<file path="src/rtl/ttc_pkg.sv">
package ttc_pkg;

  localparam int ADC_W     = 10;
  localparam int CH_W      = 3;
  localparam int TEMP_W    = 12;
  localparam int RES_W     = 20;
  localparam int T0_W      = 8;
  localparam int BETA_W    = 14;
  localparam int CFG_W     = 20;
  localparam int CFG_IDX_W = 3;

  localparam int ADC_FULL  = 1023;
  localparam int SUM_MAX_W = 14;   // holds 16 * 1023
  localparam int ARG_W     = 34;   // resistance products
  localparam int MANT_W    = 31;
  localparam int FRAC_W    = 24;
  localparam int EXP_W     = 6;
  localparam int LOGV_W    = EXP_W + FRAC_W;
  localparam int LNP_W     = 63;
  localparam int PROD_W    = 48;
  localparam int DD_W      = 49;
  localparam int QUO_W     = 64;
  localparam int REM_W     = 48;
  localparam int TMK_W     = 20;
  localparam int RQ_W      = 41;
  localparam int CNT_W     = 6;

  localparam int LOG_ITERS = 24;
  localparam int DIV_ITERS = 64;

  localparam logic [31:0]     LN2_Q32    = 32'd2977044472;
  localparam logic [15:0]     ZERO_C_CK  = 16'd27315;
  localparam logic [20:0]     ZERO_C_MK  = 21'd273150;
  localparam logic [TMK_W-1:0] TMK_MAX   = 20'd1000000;
  localparam logic [20:0]     RECIP_100  = 21'd1342178;  // ceil(2^27 / 100)
  localparam int              RECIP_SH   = 27;

  localparam logic signed [TEMP_W-1:0] T_LOW  = -12'sd600;
  localparam logic signed [TEMP_W-1:0] T_HIGH = 12'sd2000;

  localparam logic [RES_W-1:0]  SERIES_RST  = 20'd10000;
  localparam logic [RES_W-1:0]  NOMINAL_RST = 20'd10000;
  localparam logic [T0_W-1:0]   T0_RST      = 8'd25;
  localparam logic [BETA_W-1:0] BETA_RST    = 14'd3950;

  typedef enum logic [CFG_IDX_W-1:0] {
    REG_SERIES  = 3'd0,
    REG_NOMINAL = 3'd1,
    REG_T0      = 3'd2,
    REG_BETA    = 3'd3
  } cfg_reg_e;

  typedef struct packed {
    logic [ADC_W-1:0] adc_sample;
    logic [CH_W-1:0]  channel;
  } in_item_t;

  typedef struct packed {
    logic [CH_W-1:0]          sensor_channel;
    logic signed [TEMP_W-1:0] temperature_tenths;
    logic                     out_of_range;
  } out_item_t;

  typedef enum logic [3:0] {
    S_IDLE, S_MUL, S_CHK, S_NORM, S_LOG, S_LOADD, S_DIFF, S_LN,
    S_DD, S_DD2, S_DCHK, S_DIV, S_RND1, S_RND2, S_SAT
  } state_e;

  typedef enum logic [4:0] {
    OP_NONE, OP_ACC, OP_MUL, OP_LOAD_N, OP_LOAD_D, OP_NORM, OP_LOGINIT,
    OP_SQR, OP_DIFF, OP_LN, OP_DD, OP_DD2, OP_DIV, OP_RND1, OP_RND2,
    OP_FIN, OP_COLD, OP_HOT
  } dp_op_e;

  typedef struct packed {
    dp_op_e op;
  } dp_cmd_t;

  typedef struct packed {
    logic sum_zero;
    logic num_zero;
    logic den_zero;
    logic norm_done;
    logic dd_pos;
  } dp_status_t;

endpackage

</file>
<file path="src/rtl/ttc_ctrl.sv">
module ttc_ctrl
  import ttc_pkg::*;
#(
  parameter int NUM_SAMPLES = 5
) (
  input  logic       clk_i,
  input  logic       rst_ni,
  input  logic       in_valid_i,
  output logic       in_stall_o,
  output logic       out_valid_o,
  input  logic       out_stall_i,
  input  dp_status_t status_i,
  output dp_cmd_t    cmd_o
);

  localparam int IDX_W = (NUM_SAMPLES > 1) ? $clog2(NUM_SAMPLES) : 1;

  state_e           state_q, state_d;
  logic [IDX_W-1:0] idx_q, idx_d;
  logic [CNT_W-1:0] cnt_q, cnt_d;
  logic             which_q, which_d;
  logic             oval_q, oval_d;
  logic             last;

  assign last = (idx_q == IDX_W'(NUM_SAMPLES - 1));

  always_ff @(posedge clk_i or negedge rst_ni) begin
    if (!rst_ni) begin
      state_q <= S_IDLE;
      idx_q   <= '0;
      cnt_q   <= '0;
      which_q <= 1'b0;
      oval_q  <= 1'b0;
    end else begin
      state_q <= state_d;
      idx_q   <= idx_d;
      cnt_q   <= cnt_d;
      which_q <= which_d;
      oval_q  <= oval_d;
    end
  end

  always_comb begin
    state_d    = state_q;
    idx_d      = idx_q;
    cnt_d      = cnt_q;
    which_d    = which_q;
    oval_d     = oval_q && out_stall_i;
    cmd_o.op   = OP_NONE;
    in_stall_o = 1'b1;
    unique case (state_q)
      S_IDLE: begin
        // a finished result must leave before the next group closes
        in_stall_o = oval_q && last;
        if (in_valid_i && !in_stall_o) begin
          cmd_o.op = OP_ACC;
          if (last) begin
            idx_d   = '0;
            state_d = S_MUL;
          end else begin
            idx_d = idx_q + 1'b1;
          end
        end
      end
      S_MUL: begin
        cmd_o.op = OP_MUL;
        state_d  = S_CHK;
      end
      S_CHK: begin
        if (status_i.sum_zero || (!status_i.num_zero && status_i.den_zero)) begin
          cmd_o.op = OP_COLD;
          oval_d   = 1'b1;
          state_d  = S_IDLE;
        end else if (status_i.num_zero) begin
          cmd_o.op = OP_HOT;
          oval_d   = 1'b1;
          state_d  = S_IDLE;
        end else begin
          cmd_o.op = OP_LOAD_N;
          which_d  = 1'b0;
          state_d  = S_NORM;
        end
      end
      S_NORM: begin
        if (status_i.norm_done) begin
          cmd_o.op = OP_LOGINIT;
          cnt_d    = '0;
          state_d  = S_LOG;
        end else begin
          cmd_o.op = OP_NORM;
        end
      end
      S_LOG: begin
        cmd_o.op = OP_SQR;
        cnt_d    = cnt_q + 1'b1;
        if (cnt_q == CNT_W'(LOG_ITERS - 1)) begin
          state_d = which_q ? S_DIFF : S_LOADD;
        end
      end
      S_LOADD: begin
        cmd_o.op = OP_LOAD_D;
        which_d  = 1'b1;
        state_d  = S_NORM;
      end
      S_DIFF: begin
        cmd_o.op = OP_DIFF;
        state_d  = S_LN;
      end
      S_LN: begin
        cmd_o.op = OP_LN;
        state_d  = S_DD;
      end
      S_DD: begin
        cmd_o.op = OP_DD;
        state_d  = S_DD2;
      end
      S_DD2: begin
        cmd_o.op = OP_DD2;
        state_d  = S_DCHK;
      end
      S_DCHK: begin
        cnt_d = '0;
        if (!status_i.dd_pos) begin
          cmd_o.op = OP_HOT;
          oval_d   = 1'b1;
          state_d  = S_IDLE;
        end else begin
          state_d = S_DIV;
        end
      end
      S_DIV: begin
        cmd_o.op = OP_DIV;
        cnt_d    = cnt_q + 1'b1;
        if (cnt_q == CNT_W'(DIV_ITERS - 1)) begin
          state_d = S_RND1;
        end
      end
      S_RND1: begin
        cmd_o.op = OP_RND1;
        state_d  = S_RND2;
      end
      S_RND2: begin
        cmd_o.op = OP_RND2;
        state_d  = S_SAT;
      end
      S_SAT: begin
        cmd_o.op = OP_FIN;
        oval_d   = 1'b1;
        state_d  = S_IDLE;
      end
      default: state_d = S_IDLE;
    endcase
  end

  assign out_valid_o = oval_q;

endmodule

</file>
<file path="config.mk">
export PLATFORM = sky130hd
export DESIGN_NAME = ttc_ctrl
export DESIGN_NICKNAME = d
export VERILOG_FILES = /design/src/rtl/ttc_pkg.sv /design/src/rtl/ttc_ctrl.sv
export SDC_FILE = /design/constraint.sdc
export NUM_CORES = 1
export LEC_CHECK = 0
export ABC_CLOCK_PERIOD_IN_PS = 2400
export BUFFER_PORTS_ARGS = -buffer_cell sky130_fd_sc_hd__buf_2
export CORE_MARGIN = 4
export CORE_UTILIZATION = 55
export CTS_CLUSTER_SIZE = 16
export DETAILED_ROUTE_END_ITERATION = 6
export GPL_ROUTABILITY_DRIVEN = 0
export GPL_TIMING_DRIVEN = 0
export PLACE_DENSITY = 0.85
export SETUP_SLACK_MARGIN = 0.5
export SYNTH_ARGS = -nofsm -noshare
export SYNTH_HDL_FRONTEND = slang
export SYNTH_SLANG_ARGS = --single-unit
</file>
<file path="constraint.sdc">
create_clock -name clk_i -period 2.4 [get_ports clk_i]
set_input_delay 0.48 -clock clk_i [delete_from_list [all_inputs] [get_ports clk_i]]
set_output_delay 0.48 -clock clk_i [all_outputs]
set_load 0.01 [all_outputs]
</file>
=== After elaboration in Yosys (flattened, before gate mapping) ===
Index checks and enable logic that the tools add are counted.

* Mux-type cells: 27
* Reductions and logical operators: 15
* Equal/unequal tests: 24
* $add $sub $neg: 2

{| class="wikitable"
|+ Operator list
! operator !! count
|-
| 5-bit case mux with 15 select lines || 1
|-
| 4-bit case mux with 14 select lines || 1
|-
| 4-bit == test (second input constant) || 7
|-
| 4-bit two-way mux || 6
|-
| 6-bit case mux with 3 select lines || 1
|-
| 4-bit by 3-bit == test with 1-bit output (second input constant) || 4
|-
| 5-bit two-way mux || 3
|-
| 2-bit != test (second input constant) || 7
|-
| 4-bit by 2-bit == test with 1-bit output (second input constant) || 2
|-
| 2-bit two-way mux || 4
|-
| 1-bit two-way mux || 7
|-
| 6-bit by 1-bit adder with 6-bit output (second input constant) || 1
|-
| 6-bit by 5-bit == test with 1-bit output (second input constant) || 1
|-
| 6-bit == test (second input constant) || 1
|-
| 6-bit two-way mux || 1
|-
| 5-bit AND reduction || 1
|-
| 4-bit by 1-bit == test with 1-bit output (second input constant) || 1
|-
| 1-bit logical AND || 4
|-
| 4-bit zero test || 1
|-
| 2-bit AND reduction || 2
|-
| 3-bit by 1-bit adder with 3-bit output (second input constant) || 1
|-
| 3-bit == test (second input constant) || 1
|-
| 3-bit two-way mux || 1
|-
| 1-bit case mux with 3 select lines || 1
|-
| 7 further kinds || 8
|}

* Logic and storage cells: 73
* Register bits: 15
* Output and inout bits: 7
* Input bits: 9

=== Longest topological paths before layout ===
* Depth after elaboration: 6
* Gate-level depth with buffers: 6
* Depth with buffers taken out: 6

=== Worst setup path after synthesis ===
OpenSTA, ideal clock, no wires.

* Path type: reg-to-output
* Start point: register state_q[3]
* End point: output cmd_o[1] in the netlist's numbering
* Setup slack: 0.398 ns
* Cell stages (with the launch flop): 6
* Arrival time: 1.522 ns
* Path through: dfrtp_1 buf_6 or4_4 a32oi_1 nor2_1 nor3_1

{| class="wikitable"
|+ RTL lines
! item !! RTL line !! text
|-
| start: declaration || ttc_ctrl.sv:18 || <nowiki>state_e state_q, state_d;</nowiki>
|-
| start signal: assignment || ttc_ctrl.sv:35 || <nowiki>state_q <= state_d;</nowiki>
|-
| end: declaration || ttc_ctrl.sv:13 || <nowiki>output dp_cmd_t cmd_o</nowiki>
|}

==> run metrics <==
status completed; startpoint types flip-flop; CP required 1920 ps; drt wl/cell 17.8 µm; Die ar. 0.00275 mm²; most frequent cells in the layout buf_2, dfrtp_1, nor2_1; I/O pin count 16; critical setup path kind flip-flop to output pin; CTS tree built; Tcrit/Tclk final 89.7%; mean area per synthesized cell roughly 8.6 µm²; Hold Violations, Final 0; clk_lat worst skew about 280 ps; detailed-route wire length about 3.3 mm; PwrDens 1320 mW/mm²; Worst EP arrival 1670 ps; Overflow after GRT 0; DRC 0; Worst-Margin Slew 513 ps; DR vias/cell 6.45; pin count of the biggest net entering global routing 16; Setup Skew 0.777 ps; YS warnings 0; I/O Buffers 15; n_diodes 0; VDD IR max about 0.0009 V; Max Clk Rate 0.464 GHz; crit-path cells buf_6 > or4_4 > a32oi_1 > nor2_1 > nor3_2 > buf_2; Die Span X 52.5 µm; share of cells above drive strength 1 roughly 40%; Synth async-reset ratio 100%; Num CTS Buffers 3; Slew Limit Fails 0; most common cell after layout, fill and taps aside buf_2; CTS clk-pin slew, worst paths 90 ps; Post-synth EDFFs 0; Initial Util 60.4%; hold slack 82.6 ps; clock tree buffer depth 2; critical path peak fanout 4; # setup viols final 0; slowest CP cell or4_4; die height 52.5 µm; Area Growth Syn to Fin 32.8%; Setup crit end kind output pin; core footprint 0.00180 mm²; post-layout net count 171; Hold Crit Class input port to asynchronous set/reset pin; first-pass GRT wire length 4.32 mm; Synth Flop Type dfrtp_1; synthesis-stage register bit count 15; Max-Cap Viols 0; all-layer global routing usage 21.0%; post-synthesis net count 139; antenna violations before repair 0; DP HPWL 1.70 mm; Seq/Total Area, Yosys 34.5%; vias in the first global route between 900 and 1,000; Fin Setup TNS 0 ps; Vias 1,181; Starting DRT DRC Count 71; critical path's largest stage delay around 420 ps; minimum clock period 2150 ps; synthesized area roughly 0.0011 mm²; RSZ-0062 raised after global routing yes; floorplan row count 15; Final ANT Viol Nets 0; Worst slew margin 65.8%; clk sink count 15; static leakage power 0.655 nW; synthesized instance count 127; H-tree levels 1; post-synthesis cell type count 42; DR pass1 iterations 4; root buf cell clkbuf_4
-- metal layers --
| metal | track usage [%] | routed length (µm) | vias to the layer above |
|---|---|---|---|
| li1 | - | - | 531 |
| met4 | 6.38 | 144 | 0 |
| met2 | 34.9 | 1580 | 82 |
| met5 | 0 | 0 | - |
| met1 | 27.8 | 1290 | 548 |
| met3 | 3.13 | 252 | 20 |
-- critical path, delay by kind of cell, from the launching register on --
family                 cells  cell delay [ps]
and+or+nand+nor            3              570
DFF                        1              380
buffers and inverters      2              260
AOI/OAI and AO/OA          1              170
-- final timing paths --
kind | cells after the start | startpoint | slack, ps | endpoint
worst max-delay path | 6 | state_q[3] | 250 | cmd_o[1]
max in group asynchronous | 1 | rst_ni | 2070 | state_q[2]
worst min-delay path | 1 | rst_ni | 80 | idx_q[0]
worst max register to register | 9 | state_q[3] | 520 | state_q[1]
worst min register to register | 1 | cnt_q[2] | 560 | cnt_q[2]
min in group clk_i | 3 | out_stall_i | 410 | out_valid_o
-- sequential cells by signal (all words and copies together), names as in the netlist --
| signal | flops |
|---|---|
| out_valid_o | 1 |
| idx_q | 3 |
| state_q | 4 |
| cnt_q | 6 |
| which_q | 1 |
-- synthesized netlist by cell type (2+ instances only) --
cell	number	area share, %
nor3_1	2	0.92
nand2b_1	3	1.7
mux2_2	3	3.1
a21oi_1	7	3.2
clkbuf_1	2	0.69
buf_2	4	1.8
nand4b_1	2	1.6
a21o_1	3	2.1
nand4_1	2	1.1
o21ai_0	14	6.4
mux2i_1	2	1.8
nand3_1	6	2.8
ha_1	3	3.4
nand2_1	8	2.8
a22o_1	5	4.0
nor2b_1	2	1.1
inv_1	7	2.4
nor2_1	13	4.5
dfrtp_1	15	34
a32oi_1	2	1.6
-- layout make-up --
class,instances,area (µm²)
fillers,121,357
inverters,7,26.3
clock inverters,1,5.00
well taps,25,31.3
plain buffers,8,82.6
flip-flops and latches,15,375
clock buffers,3,22.5
repair buffers,27,180
multi-input cells,97,722
-- cells by family (layout without fill, tap and decap cells) --
family / after synthesis / in the layout / synth area share, %
xor+xnor: 1 / 1 / 0.805
fa+ha+maj: 3 / 3 / 3.45
flops: 15 / 15 / 34.5
compound gates: 42 / 42 / 26.7
simple gates: 46 / 46 / 23.3
mux: 5 / 5 / 4.94
buf+inv: 15 / 46 / 6.32
-- report_power, final --
group | leakage (nW) | total (W) | switching, W | internal (W)
sequential | 0.190 | 0.000421 | 0.0000815 | 0.000339
combinational | 0.448 | 0.00134 | 0.000715 | 0.000621
clock | 0.0177 | 0.000149 | 0.0000866 | 0.0000619
-- metrics by stage --
| stage | power (W) | cells | instance area (µm²) | util (%) | setup slack [ps] |
|---|---|---|---|---|---|
| detailed placement | 0.00136 | 167 | 1200 | 66.6 | 302 |
| finish | 0.00191 | 183 | 1450 | 80.2 | 246 |
| CTS | 0.00163 | 177 | 1310 | 72.8 | 259 |
| floorplan | 0.00112 | 127 | 1090 | - | 478 |
| global route | 0.00204 | 183 | 1450 | 80.2 | 179 |
| global placement | 0.00132 | 167 | 1200 | 66.6 | 299 |
-- timing repair --
item | 4_1_cts | 5_1_grt
pin swaps | 5 | 4
hold buffers | 0 | 0
resized for setup | 13 | 25
buffers inserted | 6 | 5
setup endpoints to repair | 6 | 8
cloned | 0 | 1
Power figures use the tool's default switching activity.
